<file path="config.mk">
export PLATFORM = sky130hd
export DESIGN_NAME = bc_select_flat
export DESIGN_NICKNAME = d
export VERILOG_FILES = /design/src/design/bc_pkg.sv /design/src/design/bc_rsp_if.sv /design/src/design/bc_select.sv /design/src/flat_wrapper.sv
export SDC_FILE = /design/constraint.sdc
export NUM_CORES = 1
export LEC_CHECK = 0
export BUFFER_PORTS_ARGS = -buffer_cell sky130_fd_sc_hd__buf_2
export CORE_AREA = 2 2 404 406
export CTS_BUF_LIST = sky130_fd_sc_hd__clkbuf_8 sky130_fd_sc_hd__clkbuf_16
export DETAILED_ROUTE_END_ITERATION = 10
export DIE_AREA = 0 0 406 408
export PLACE_DENSITY = 0.31
export REMOVE_ABC_BUFFERS = 1
export SLEW_MARGIN = 20
export SYNTH_ARGS = -nofsm -noshare
export SYNTH_HDL_FRONTEND = slang
export SYNTH_SLANG_ARGS = --single-unit
</file>
<file path="constraint.sdc">
create_clock -name clk -period 1.74 [get_ports clk]
set_clock_uncertainty 0.1 [all_clocks]
set_input_delay 0.348 -clock clk [delete_from_list [all_inputs] [get_ports clk]]
set_output_delay 0.348 -clock clk [all_outputs]
set_load 0.05 [all_outputs]
</file>
<file path="src/design/bc_pkg.sv">
// ----------------------------------------------------------------------------
// bc_pkg: shared types and constants for the binomial coefficient pipeline
// Sizes of the Pascal row carried down the pipeline and the item record.
// ----------------------------------------------------------------------------
`default_nettype none

package bc_pkg;

	// Largest degree served; one row-build stage per degree step
	localparam int MAX_DEGREE  = 32;
	localparam int NUM_ENTRIES = MAX_DEGREE + 1;
	localparam int NUM_STAGES  = MAX_DEGREE;

	// Field widths of the request and the response
	localparam int IDX_W  = 6;
	localparam int COEF_W = 30;

	typedef logic [IDX_W-1:0]  idx_t;
	typedef logic [COEF_W-1:0] coef_t;

	// One request in flight together with its partial Pascal row
	typedef struct packed {
		idx_t                     degree;
		idx_t                     term_index;
		logic                     out_of_range;
		coef_t [NUM_ENTRIES-1:0]  row;
	} item_t;

endpackage

`default_nettype wire

</file>
<file path="src/design/bc_rsp_if.sv">
// ----------------------------------------------------------------------------
// bc_rsp_if: response channel
// Carries the coefficient and the range error flag with a valid/ready handshake.
// ----------------------------------------------------------------------------
`default_nettype none

interface bc_rsp_if
	import bc_pkg::*;
();
	logic  valid;
	logic  ready;
	coef_t coefficient;
	logic  out_of_range;

	modport source (output valid, output coefficient, output out_of_range, input ready);
	modport sink   (input valid, input coefficient, input out_of_range, output ready);
endinterface

`default_nettype wire

</file>
<file path="src/design/bc_select.sv">
// ----------------------------------------------------------------------------
// bc_select: coefficient pick and output register
// Picks entry k of the finished row, forces 0 for a range error, and holds
// the response until the sink takes the transaction.
// ----------------------------------------------------------------------------
`default_nettype none

module bc_select
	import bc_pkg::*;
(
	input  wire logic  clk,
	input  wire logic  arst_n,
	input  wire logic  in_valid,
	input  wire item_t in_item,
	output logic       advance,
	bc_rsp_if.source   rsp
);

	coef_t pick;
	logic  valid_q;
	coef_t coefficient_q;
	logic  out_of_range_q;

	// Move the whole pipeline when the output slot is empty or being taken
	assign advance = !valid_q || rsp.ready;

	// Select entry k; a range error reads as 0
	always_comb begin
		pick = '0;
		if (!in_item.out_of_range) begin
			for (int j = 0; j < NUM_ENTRIES; j++) begin
				if (idx_t'(j) == in_item.term_index) begin
					pick = in_item.row[j];
				end
			end
		end
	end

	// Hold the response valid until taken
	always_ff @(posedge clk or negedge arst_n) begin
		if (!arst_n) begin
			valid_q <= 1'b0;
		end else if (advance) begin
			valid_q <= in_valid;
		end
	end

	always_ff @(posedge clk) begin
		if (advance) begin
			coefficient_q  <= pick;
			out_of_range_q <= in_item.out_of_range;
		end
	end

	assign rsp.valid        = valid_q;
	assign rsp.coefficient  = coefficient_q;
	assign rsp.out_of_range = out_of_range_q;

endmodule

`default_nettype wire

</file>
<file path="src/flat_wrapper.sv">
// flat-port wrapper written by rule: the top's interface ports become plain ports
module bc_select_flat import bc_pkg::*;
  (clk, arst_n, in_valid, in_item, advance, rsp_valid, rsp_coefficient, rsp_out_of_range, rsp_ready);
  bc_rsp_if rsp_i ();
  input  wire logic clk;
  input  wire logic arst_n;
  input  wire logic in_valid;
  input  wire item_t in_item;
  output logic advance;
  output wire logic [$bits(rsp_i.valid)-1:0] rsp_valid;
  output wire logic [$bits(rsp_i.coefficient)-1:0] rsp_coefficient;
  output wire logic [$bits(rsp_i.out_of_range)-1:0] rsp_out_of_range;
  input wire logic [$bits(rsp_i.ready)-1:0] rsp_ready;
  assign rsp_valid = rsp_i.valid;
  assign rsp_coefficient = rsp_i.coefficient;
  assign rsp_out_of_range = rsp_i.out_of_range;
  assign rsp_i.ready = rsp_ready;
  bc_select u_core (.clk(clk), .arst_n(arst_n), .in_valid(in_valid), .in_item(in_item), .advance(advance), .rsp(rsp_i));
endmodule
</file>
==> metrics.cfg, run 1 <==
[sta]
min_period_ns=2.814
slew_viol_final=0
setup_ws_ns=-1.074
rsz0062_at_grt=yes
finalSetupTns_ns=-26.06
relSlewSlack=0.3361
hold_viol=0
final.period_utilization=1.617
fmax_mhz=355.4
finalSetupViolCount=30
worst_slew_pin_slew_ns=0.9915

[yosys]
netlist.area_leader.share=0.09007
yosysTopAreaCell=edfxtp_1
ys_warn_count=0
synthTopCellsByArea=edfxtp_1 (9.0%), mux4_2 (8.7%), mux2i_1 (7.1%), a21oi_1 (5.7%), o21ai_0 (5.6%)
ys_ff_latch=32
ys_seq_area_frac=0.09249
async_flop_share=0.03125
ys_types=87
netlist_area_sq_um=10330
synth_commonest_cells=nor2_1 (129), nand2_1 (125), a21oi_1 (118), o21ai_0 (115), mux2i_1 (73)
synthCells=1408
synth.most_common_cell=nor2_1
synth-edff-count=31
synth_flop_cell=edfxtp_1
syn_area_per_cell_sq_um=7.340

[cts]
root_buffer=clkbuf_16
clk_transition_reported_paths_ns=0.07
cts_inserted_buffers=5
cts_buffer_depth=2
clock_sinks=32
cts_tree=built
htree_levels=2
clk-insertion-delay-late_ns=0.32

[final_layout]
fill_cells=18660
fin_util=0.1645
drive_gt1_frac=0.7009
syn_to_final_growth_pct=157.3
fin_nets=3988
layoutNonFillerInstCount=5210

[setup_path]
startpoint=in_item[993]
regToRegStartpoint=u_core.rsp.valid$_DFFE_PN0P_
cp_num_buf_inv=4
rr_endpoint=u_core.rsp.coefficient[26]$_SDFFCE_PP0P_
cpMostUsedCell=buf_12
crit_arrival_ns=2.79
worstRegToRegCells=3
crit_required_ns=1.71
worst-path-stages=11
crit_family=compound AO/OA/AOI/OAI gates
crit_type=primary input to flip-flop
critPathMaxStageDelay_ns=0.61
cp-end-kind=flip-flop
cp_max_fo=6
r2r_slack_ns=0.36
setup.worst_path.end=u_core.rsp.coefficient[25]$_SDFFCE_PP0P_
crit_chain=buf_12 -> buf_12 -> or4b_4 -> buf_12 -> a221o_1 -> o221a_2 -> o211ai_1 -> buf_4 -> a221oi_4 -> o221ai_2 -> a31oi_1
worst_path_max_delay_cell=or4b_4
cp-start-kind=primary input

[placed_design]
io_buffers=1033
dp_cells=5018
detailed_place_hpwl_mm=166.2
gp_congestion=0.9142

[floorplan]
die_h_um=408
core_sq_um=161700
die_x_um=406
placementRows=148
initial_core_util=0.06393
die_area_sq_um=165600
io_pins=1040

[drt]
drtAntennaViolNets=0
totalWireLength_mm=185.4
routed_via_density=4.023
drc=0
drt-pass1-iter-count=6
vias=20960
detail_route.wl_per_cell_um=35.59
drt_iter0_markers=1609

[flow_run]
drv_cap=0

[outcome]
outcome=complete, but fails checks
violations=negative setup slack

[global_routing]
antenna_found_initial=199
grt_pass1_vias=21310
grt_pass1_wl_mm=228.9
overflow=0
grt_start_max_net_pins=44
grt_usage=0.2132

[pwr]
worst_ir_drop_vdd_mv=0.3313
p_total_mw=7.831
leakage_nw=11.65
cellPowerDensity_nw_per_um2=294.5

[min_path]
hold_class=primary input to flip-flop

final cells by class:
cell class                      instances  area, sq um  area share
Clock buffer                            5        125.1    0.004705
Clock inverter                          3        11.26   0.0004234
Inverter                                4        20.02   0.0007528
Multi-Input combinational cell       1222        10630      0.3997
Sequential cell                        32        955.9     0.03595
Timing Repair Buffer                 1716        12000      0.4512
Tap cell                             2175         2721      0.1023
Antenna cell                           53        132.6    0.004987
flip-flops by register name (all words and copies together) (netlist names):
signal / count
u_core.rsp.coefficient: 30
u_core.rsp.out_of_range: 1
u_core.rsp.valid: 1
worst min path at each step:
stage	start	to	cells past startpoint
6_report	in_valid	u_core.rsp.valid$_DFFE_PN0P_	2
2_1_floorplan	arst_n	u_core.rsp.valid$_DFFE_PN0P_	0
4_1_cts	in_valid	u_core.rsp.valid$_DFFE_PN0P_	2
3_3_place_gp	arst_n	u_core.rsp.valid$_DFFE_PN0P_	1
3_5_place_dp	arst_n	u_core.rsp.valid$_DFFE_PN0P_	1
5_1_grt	in_valid	u_core.rsp.valid$_DFFE_PN0P_	2
worst register-to-register path, stage by stage (launching register included):
cell,delay [ns]
dfrtp_1,0.40
nand2b_2,0.10
buf_12,0.17
buf_4,0.29
cell families after synthesis:
| group | synth area share |
|---|---|
| compound gates | 0.4385 |
| simple gates | 0.1916 |
| mux | 0.2036 |
| buf+inv | 0.07373 |
| flops | 0.09249 |
through the flow:
step	hold WS [ns]	worst slack, ns	instance area [sq um]
finish	0.1493	-1.074	26590
floorplan	-0.04759	-2.893	9588
CTS	0.1219	-1.017	24970
global route	0.1371	-1.101	26540
global placement	0.04148	-2.280	22630
detailed placement	0.03959	-2.258	22630
placed cells by master (no fill, tap or decap), drive strengths merged, types with 13 or more instances in the layout:
master     n
a221oi    45
a22oi     56
a222oi    13
nor2     135
o211ai    15
nand3     25
mux2      42
diode     53
nor3      21
buf     1714
a211oi    26
edfxtp    31
o21ai    144
and3      14
mux2i     73
a31oi     21
mux4      40
o22ai     71
a21oi    118
nand2    125
o221ai    35
nor2b     17
layer usage:
| metal | vias to the layer above | part of all wire | wire, um | global-route usage |
|---|---|---|---|---|
| li1 | 9001 | - | - | - |
| met1 | 10380 | 0.41 | 75950 | 0.2600 |
| met3 | 337 | 0.070 | 12970 | 0.05421 |
| met4 | 134 | 0.031 | 5773 | 0.05288 |
| met5 | - | 0.0044 | 822 | 0 |
| met2 | 1106 | 0.48 | 89900 | 0.3698 |
where the power goes:
group / leakage (nW) / internal, mW / switching, mW / total [mW]
logic: 11.2 / 2.61 / 3.22 / 5.83
clock network: 0.0742 / 0.521 / 0.505 / 1.03
registers: 0.343 / 0.946 / 0.0273 / 0.973
repair_timing:
| action | 4_1_cts | 5_1_grt |
|---|---|---|
| pin swaps | 93 | 103 |
| gates resized for setup | 353 | 192 |
| endpoints found under the hold margin | 1 | 0 |
| endpoints found under the setup margin | 30 | 30 |
| buffers inserted | 69 | 81 |
| gates cloned | 0 | 1 |
| hold buffers | 1 | 0 |
Power figures use the tool's default switching activity.
==> run 2: changes to the inputs <==
--- a/config.mk
+++ b/config.mk
@@ -6,11 +6,11 @@
 export NUM_CORES = 1
 export LEC_CHECK = 0
 export BUFFER_PORTS_ARGS = -buffer_cell sky130_fd_sc_hd__buf_2
-export CORE_AREA = 2 2 404 406
+export CORE_AREA = 2 2 402 404
 export CTS_BUF_LIST = sky130_fd_sc_hd__clkbuf_8 sky130_fd_sc_hd__clkbuf_16
 export DETAILED_ROUTE_END_ITERATION = 10
-export DIE_AREA = 0 0 406 408
-export PLACE_DENSITY = 0.31
+export DIE_AREA = 0 0 404 406
+export PLACE_DENSITY = 0.32
 export REMOVE_ABC_BUFFERS = 1
 export SLEW_MARGIN = 20
 export SYNTH_ARGS = -nofsm -noshare
==> constraint.sdc (replaced) <==
create_clock -name clk -period 2.5 [get_ports clk]
set_clock_uncertainty 0.1 [all_clocks]
set_input_delay 0.5 -clock clk [delete_from_list [all_inputs] [get_ports clk]]
set_output_delay 0.5 -clock clk [all_outputs]
set_load 0.05 [all_outputs]
==> run 2 against run 1 <==
  * The flow still finishes with violations (negative setup slack)
  * Die area shrank 0.98%
  * Non-clock buffer count shrank 19
  * Power shrank 29%
  * First-iteration DRC count grew 6.6%
  * Sequential share of layout area is essentially flat
  * Critical path depth grew 2
  * Via count shrank 0.33%
  * Cell area shrank 0.13%
==> metrics.cfg, run 2 (synthesized netlist as in run 1, its figures left out) <==
[sta]
relSlewSlack=0.4899  ; +0.1538
slew_viol_final=0  ; unchanged
holdWs_ns=0.2842  ; +0.1349 ns
finalSetupTns_ns=-10.01  ; +16.04 ns
hold_viol=0  ; unchanged
worst_slew_pin_slew_ns=0.7651  ; -0.2264 ns
rsz0062_at_grt=yes
min_period_ns=3.125
final.period_utilization=1.250
finalSetupViolCount=30  ; unchanged
fmax_mhz=320.0
setup_ws_ns=-0.6248  ; +0.4491 ns

[placed_design]
io_buffers=1033  ; unchanged
gp_congestion=0.9045  ; -1.1%
detailed_place_hpwl_mm=164.9  ; -0.81%
post-place-ws_ns=-1.431  ; +0.8272 ns

[global_routing]
overflow=0  ; unchanged
grt_usage=0.2155  ; +0.002261
grt_pass1_wl_mm=229.1  ; +0.11%
antenna_found_initial=149  ; -25%
grt_start_max_net_pins=27  ; -39%
grt_pass1_vias=20770  ; -2.6%

[pwr]
clockPowerShare=0.136  ; +0.005
combPwrFrac=0.740  ; -0.005
leakage_nw=11.60  ; -0.35%
p_total_mw=5.552  ; -29%
p_seq_frac=0.124  ; about the same
intPower_mw=2.908  ; -29%
swShare=0.4762  ; -0.002615
worst_ir_drop_vdd_mv=0.3506  ; +5.8%
cellPowerDensity_nw_per_um2=209.0  ; -29%
p_sw_mw=2.644  ; -29%

[min_path]
min_to=u_core.rsp.valid$_DFFE_PN0P_
hp-start=in_valid
holdPathStages=2  ; unchanged
hold_class=primary input to flip-flop

[final_layout]
fin_nets=3969  ; -0.48%
layout.cells.most_common_list=buf_2 (1,027), buf_4 (458), nor2_1 (103)
final_common_cell=buf_2
drive_gt1_frac=0.7027  ; +0.001794
largest_reg_flops=30  ; unchanged
syn_to_final_growth_pct=157.0

[setup_path]
crit_required_ns=2.45  ; +0.74 ns
crit_type=primary input to flip-flop
critPathMaxStageDelay_ns=0.51  ; -0.10 ns
worstRegToRegCells=2  ; -1
worst_path_max_delay_cell=a222oi_1
rr_endpoint=u_core.rsp.coefficient[23]$_SDFFCE_PP0P_
crit_chain=buf_12 -> buf_12 -> buf_6 -> nand4b_1 -> buf_12 -> nor2_4 -> buf_6 -> a222oi_1 -> nand4_1 -> a221oi_2 -> buf_6 -> o311ai_4 -> nor4b_2
crit_arrival_ns=3.08  ; +0.29 ns
regToRegStartpoint=u_core.rsp.valid$_DFFE_PN0P_
cp_max_fo=4  ; -2
cp-start-kind=primary input
cp-end-kind=flip-flop
r2r_slack_ns=1.04  ; +0.68 ns

[floorplan]
initial_core_util=0.06474  ; +0.0008057
die_x_um=404  ; -0.49%
die_h_um=406  ; -0.49%
core_sq_um=159600  ; -1.2%
io_pins=1040  ; unchanged
placementRows=147  ; -0.68%
die_area_sq_um=164000  ; -0.98%

[cts]
cts_inserted_buffers=5  ; unchanged
clk_transition_reported_paths_ns=0.06  ; about the same
cts_buffer_depth=2  ; unchanged
htree_levels=2  ; unchanged
root_buffer=clkbuf_16
cts_tree=built
clk-insertion-delay-late_ns=0.30  ; -0.02 ns
clock_sinks=32  ; unchanged

[drt]
drtAntennaViolNets=0  ; unchanged
routed_via_density=4.121  ; +2.4%
drt-pass1-iter-count=6  ; unchanged
drt_iter0_markers=1715  ; +6.6%
detail_route.wl_per_cell_um=37.15  ; +4.4%
drc=0  ; unchanged
vias=20890  ; -0.33%
totalWireLength_mm=188.3  ; +1.6%

[flow_run]
drv_cap=0  ; unchanged

[outcome]
outcome=complete, but fails checks
violations=negative setup slack

run 2: cell types whose count changed in the layout (fill, tap and decap cells not counted), moves of 6 or more:
cell     previous run  this run
buf_12             87       100
buf_6              75        86
a31oi_1            17        11
buf_8              26        14
diode_2            53        21
buf_4             494       458
run 2: worst max path at each step:
| stage | start | endpoint | slack (ns) | depth (start not counted) |
|---|---|---|---|---|
| floorplan | in_item[995] | u_core.rsp.coefficient[5]$_SDFFCE_PP0P_ | -2.28 | 7 |
| global placement | in_item[996] | u_core.rsp.coefficient[4]$_SDFFCE_PP0P_ | -2.44 | 12 |
| detailed placement | in_item[992] | u_core.rsp.coefficient[1]$_SDFFCE_PP0P_ | -1.43 | 11 |
| CTS | in_item[994] | u_core.rsp.coefficient[4]$_SDFFCE_PP0P_ | -0.60 | 13 |
| global route | in_item[994] | u_core.rsp.coefficient[4]$_SDFFCE_PP0P_ | -0.69 | 13 |
| finish | in_item[994] | u_core.rsp.coefficient[4]$_SDFFCE_PP0P_ | -0.62 | 13 |
run 2: layout make-up:
cell class                 count  area (sq um)
inverter                       4         18.77
timing repair buffer        1697         12070
fill                       18380        133100
multi-input combinational   1222         10700
tap                         2086          2610
clock inverter                 1         3.754
antenna                       21         52.55
sequential                    32         955.9
clock buffer                   7         152.6
run 2: worst max-delay path, delay by kind of cell:
family / cells / cell delay, ns
AO/OA/AOI/OAI: 3 / 0.93
buffers and inverters: 6 / 0.80
AND/OR/NAND/NOR: 4 / 0.82
run 2: power by group through the flow:
stage,logic (mW),clock network (mW),registers [mW]
6_report,4.11,0.757,0.687
3_3_place_gp,3.62,0,0.704
4_1_cts,3.85,0.800,0.691
3_5_place_dp,3.60,0,0.702
2_1_floorplan,0.773,0,0.891
5_1_grt,4.29,0.786,0.692
run 2: repair_timing:
item                                    in CTS  in global routing
endpoints found under the setup margin      30                 30
pin swaps                                   44                156
gates cloned                                 4                  3
gates resized for setup                    220                357
hold buffers                                 1                  0
endpoints found under the hold margin        1                  0
setup buffers                               40                 87
run 2: through the flow:
step                      instances  utilization  instance area, sq um
after global placement         4937       0.1420                 22670
after floorplan                1258            -                  9588
after detailed placement       4938       0.1421                 22690
after CTS                      4985       0.1520                 24260
final                          5070       0.1664                 26560
after global routing           5064       0.1663                 26540
run 2: layer usage:
| metal | global-route usage | wire length (um) | vias to the layer above | share of wire |
|---|---|---|---|---|
| li1 | - | - | 8904 | - |
| met1 | 0.2832 | 82170 | 10510 | 0.44 |
| met2 | 0.3730 | 91210 | 1119 | 0.48 |
| met3 | 0.03851 | 10840 | 262 | 0.058 |
| met4 | 0.02933 | 3495 | 98 | 0.019 |
| met5 | 0 | 621 | - | 0.0033 |
==> run 3: changes to the inputs <==
--- a/config.mk
+++ b/config.mk
@@ -5,12 +5,13 @@
 export SDC_FILE = /design/constraint.sdc
 export NUM_CORES = 1
 export LEC_CHECK = 0
+export ABC_AREA = 1
 export BUFFER_PORTS_ARGS = -buffer_cell sky130_fd_sc_hd__buf_2
-export CORE_AREA = 2 2 402 404
+export CORE_AREA = 2 2 405 407
 export CTS_BUF_LIST = sky130_fd_sc_hd__clkbuf_8 sky130_fd_sc_hd__clkbuf_16
 export DETAILED_ROUTE_END_ITERATION = 10
-export DIE_AREA = 0 0 404 406
-export PLACE_DENSITY = 0.32
+export DIE_AREA = 0 0 407 409
+export PLACE_DENSITY = 0.31
 export REMOVE_ABC_BUFFERS = 1
 export SLEW_MARGIN = 20
 export SYNTH_ARGS = -nofsm -noshare
==> run 3 against run 2 <==
  * Register-to-register slack better by 0.12 ns
  * Cell count is 10% higher
  * Utilization is 2.6 points lower
  * Largest power group unchanged
  * The flow still finishes with violations (negative setup slack)
==> metrics.cfg, run 3 <==
[placed_design]
io_buffers=1033  ; unchanged
gp_congestion=0.9431  ; +4.3%
detailed_place_hpwl_mm=130.3  ; -21%
dp_cells=5493  ; +11%

[pwr]
combPwrFrac=0.665  ; -0.075
worst_ir_drop_vdd_mv=0.2575  ; -27%
p_sw_mw=2.050  ; -22%
leakage_nw=11.57  ; -0.32%
p_seq_frac=0.154  ; +0.030
cellPowerDensity_nw_per_um2=194.7  ; -6.9%
swShare=0.4626  ; -0.01352
clockPowerShare=0.181  ; +0.045
intPower_mw=2.381  ; -18%

[drt]
routed_via_density=3.473  ; -16%
vias=19400  ; -7.1%
totalWireLength_mm=146.8  ; -22%
drc=0  ; unchanged
drt-pass1-iter-count=5  ; -1
drtAntennaViolNets=0  ; unchanged
drt_iter0_markers=1262  ; -26%
detail_route.wl_per_cell_um=26.28  ; -29%

[yosys]
synthTopCellsByArea=nand2_1 (35%), nor2_1 (12%), nand4_1 (12%), edfxtp_1 (9.7%), inv_1 (9.2%)
ys_seq_area_frac=0.09983  ; +0.007336
synth_commonest_cells=nand2_1 (895), nor2_1 (310), inv_1 (235), nand4_1 (181), or2_2 (88)
yosysTopAreaCell=nand2_1
synth_flop_cell=edfxtp_1
syn_area_per_cell_sq_um=4.664  ; -36%
netlist.area_leader.share=0.3508  ; +0.2608
async_flop_share=0.03125  ; unchanged
synthCells=2053  ; +46%
ys_warn_count=0  ; unchanged
ys_types=27  ; -69%
synth-edff-count=31  ; unchanged
ys_ff_latch=32  ; unchanged
synth.most_common_cell=nand2_1
netlist_area_sq_um=9575  ; -7.3%

[final_layout]
drive_gt1_frac=0.5318  ; -0.1709
fin_nets=4389  ; +11%
layoutNonFillerInstCount=5585  ; +10%
final_common_cell=buf_2
largest_reg_flops=30  ; unchanged
syn_to_final_growth_pct=137.6
layout.cells.most_common_list=buf_2 (1,027), nand2_1 (786), buf_4 (251)
fill_cells=19390  ; +5.5%

[setup_path]
crit_type=primary input to flip-flop
startpoint=in_item[995]
regToRegStartpoint=u_core.rsp.valid$_DFFE_PN0P_
cpMostUsedCell=nand4_1
cp-start-kind=primary input
crit_required_ns=2.47  ; +0.02 ns
crit_arrival_ns=3.90  ; +0.82 ns
cp_max_fo=10  ; +6
cp-end-kind=flip-flop
worst_path_max_delay_cell=buf_4
critPathMaxStageDelay_ns=0.25  ; -0.26 ns

[sta]
holdWs_ns=0.2879  ; +0.003682 ns
min_period_ns=3.929  ; +0.8046 ns
setup_ws_ns=-1.429  ; -0.8046 ns
finalSetupTns_ns=-36.50  ; -26.48 ns
final.period_utilization=1.572  ; +0.3218
relSlewSlack=0.5573  ; +0.06743
fmax_mhz=254.5  ; -20%
finalSetupViolCount=30  ; unchanged
slew_viol_final=0  ; unchanged
hold_viol=0  ; unchanged
rsz0062_at_grt=yes
worst_slew_pin_slew_ns=0.6615  ; -0.1036 ns

[flow_run]
drv_cap=0  ; unchanged

[global_routing]
grt_start_max_net_pins=33  ; +22%
grt_usage=0.1664  ; -0.04903
antenna_found_initial=88  ; -41%
overflow=0  ; unchanged
grt_pass1_vias=20010  ; -3.7%
grt_pass1_wl_mm=184.1  ; -20%

[outcome]
violations=negative setup slack
outcome=complete, but fails checks

[floorplan]
core_sq_um=162000  ; +1.5%
die_h_um=409  ; +0.74%
die_x_um=407  ; +0.74%
io_pins=1040  ; unchanged
initial_core_util=0.05910  ; -0.005639
placementRows=148  ; +0.68%
die_area_sq_um=166500  ; +1.5%

[cts]
cts_buffer_depth=2  ; unchanged
htree_levels=2  ; unchanged
clock_sinks=32  ; unchanged
root_buffer=clkbuf_16
cts_inserted_buffers=5  ; unchanged
clk-insertion-delay-late_ns=0.31  ; about the same
cts_tree=built
clk_transition_reported_paths_ns=0.07  ; about the same

[min_path]
hp-start=in_valid
hold_class=primary input to flip-flop

-- run 3: cell types whose count changed after synthesis, sizes merged, moves of 96 or more --
cell	change
o21ai	-122
nand2	+771
nand4	+173
inv	+244
nor2	+184
or2	+96
-- run 3: cells by family (layout without fill, tap and decap cells) --
logic type,count (synthesis),in the layout,synth area share
compound gates,103,103,0.05397
buf+inv,348,1677,0.1409
flops,32,32,0.09983
other cells,0,27,0
simple gates,1570,1571,0.7053
-- run 3: power groups by stage --
stage	logic [mW]	registers, mW	clock network, mW
2_1_floorplan	0.499	0.891	0
3_3_place_gp	2.76	0.694	0
3_5_place_dp	2.74	0.694	0
4_1_cts	2.96	0.683	0.805
5_1_grt	3.16	0.687	0.828
6_report	2.95	0.682	0.802
-- run 3: cell type report --
class	instances	area (sq um)	area share
timing repair buffer	1418	9253	0.4066
multi-input combinational	1674	8617	0.3787
tap	2175	2721	0.1196
inverter	251	977.2	0.04294
sequential	32	955.9	0.04201
clock buffer	5	125.1	0.005498
antenna	27	67.56	0.002969
clock inverter	3	38.79	0.001705
-- run 3: repair_timing --
item | 4_1_cts | 5_1_grt
hold endpoints to repair | 1 | 0
gates resized for setup | 323 | 129
hold buffers | 1 | 0
gates cloned | 1 | 3
buffers inserted | 38 | 31
pin swaps | 178 | 173
endpoints found under the setup margin | 30 | 30
-- run 3: final timing paths --
kind                                                                 end  slack, ns  depth (start not counted)
worst min-delay path                        u_core.rsp.valid$_DFFE_PN0P_       0.29                          3
max in group asynchronous                   u_core.rsp.valid$_DFFE_PN0P_       1.74                          2
worst min register to register              u_core.rsp.valid$_DFFE_PN0P_       0.77                          3
min in group asynchronous                   u_core.rsp.valid$_DFFE_PN0P_       0.48                          2
worst max register to register  u_core.rsp.coefficient[16]$_SDFFCE_PP0P_       1.16                          2
worst max-delay path             u_core.rsp.coefficient[3]$_SDFFCE_PP0P_      -1.43                         31
-- run 3: worst max-delay path: cells and delay by family --
family                 cells  cell delay [ns]
AND/OR/NAND/NOR           21             2.06
buffers and inverters     10             1.31
-- run 3: metal layers --
layer	share of wire	global-route usage	routed length [um]
met1	0.42	0.2093	61310
met2	0.49	0.2952	72510
met3	0.064	0.02676	9363
met4	0.023	0.03467	3445
met5	0.0012	0	172
-- run 3: per-stage QoR --
stage	setup slack (ns)	cell area [sq um]	power [mW]	util
after global placement	-2.653	20440	3.449	0.1262
after detailed placement	-2.627	20440	3.435	0.1262
after floorplan	-1.324	9169	1.390	-
after global routing	-1.654	22730	4.675	0.1403
after CTS	-1.520	22000	4.451	0.1358
final	-1.429	22760	4.430	0.1404
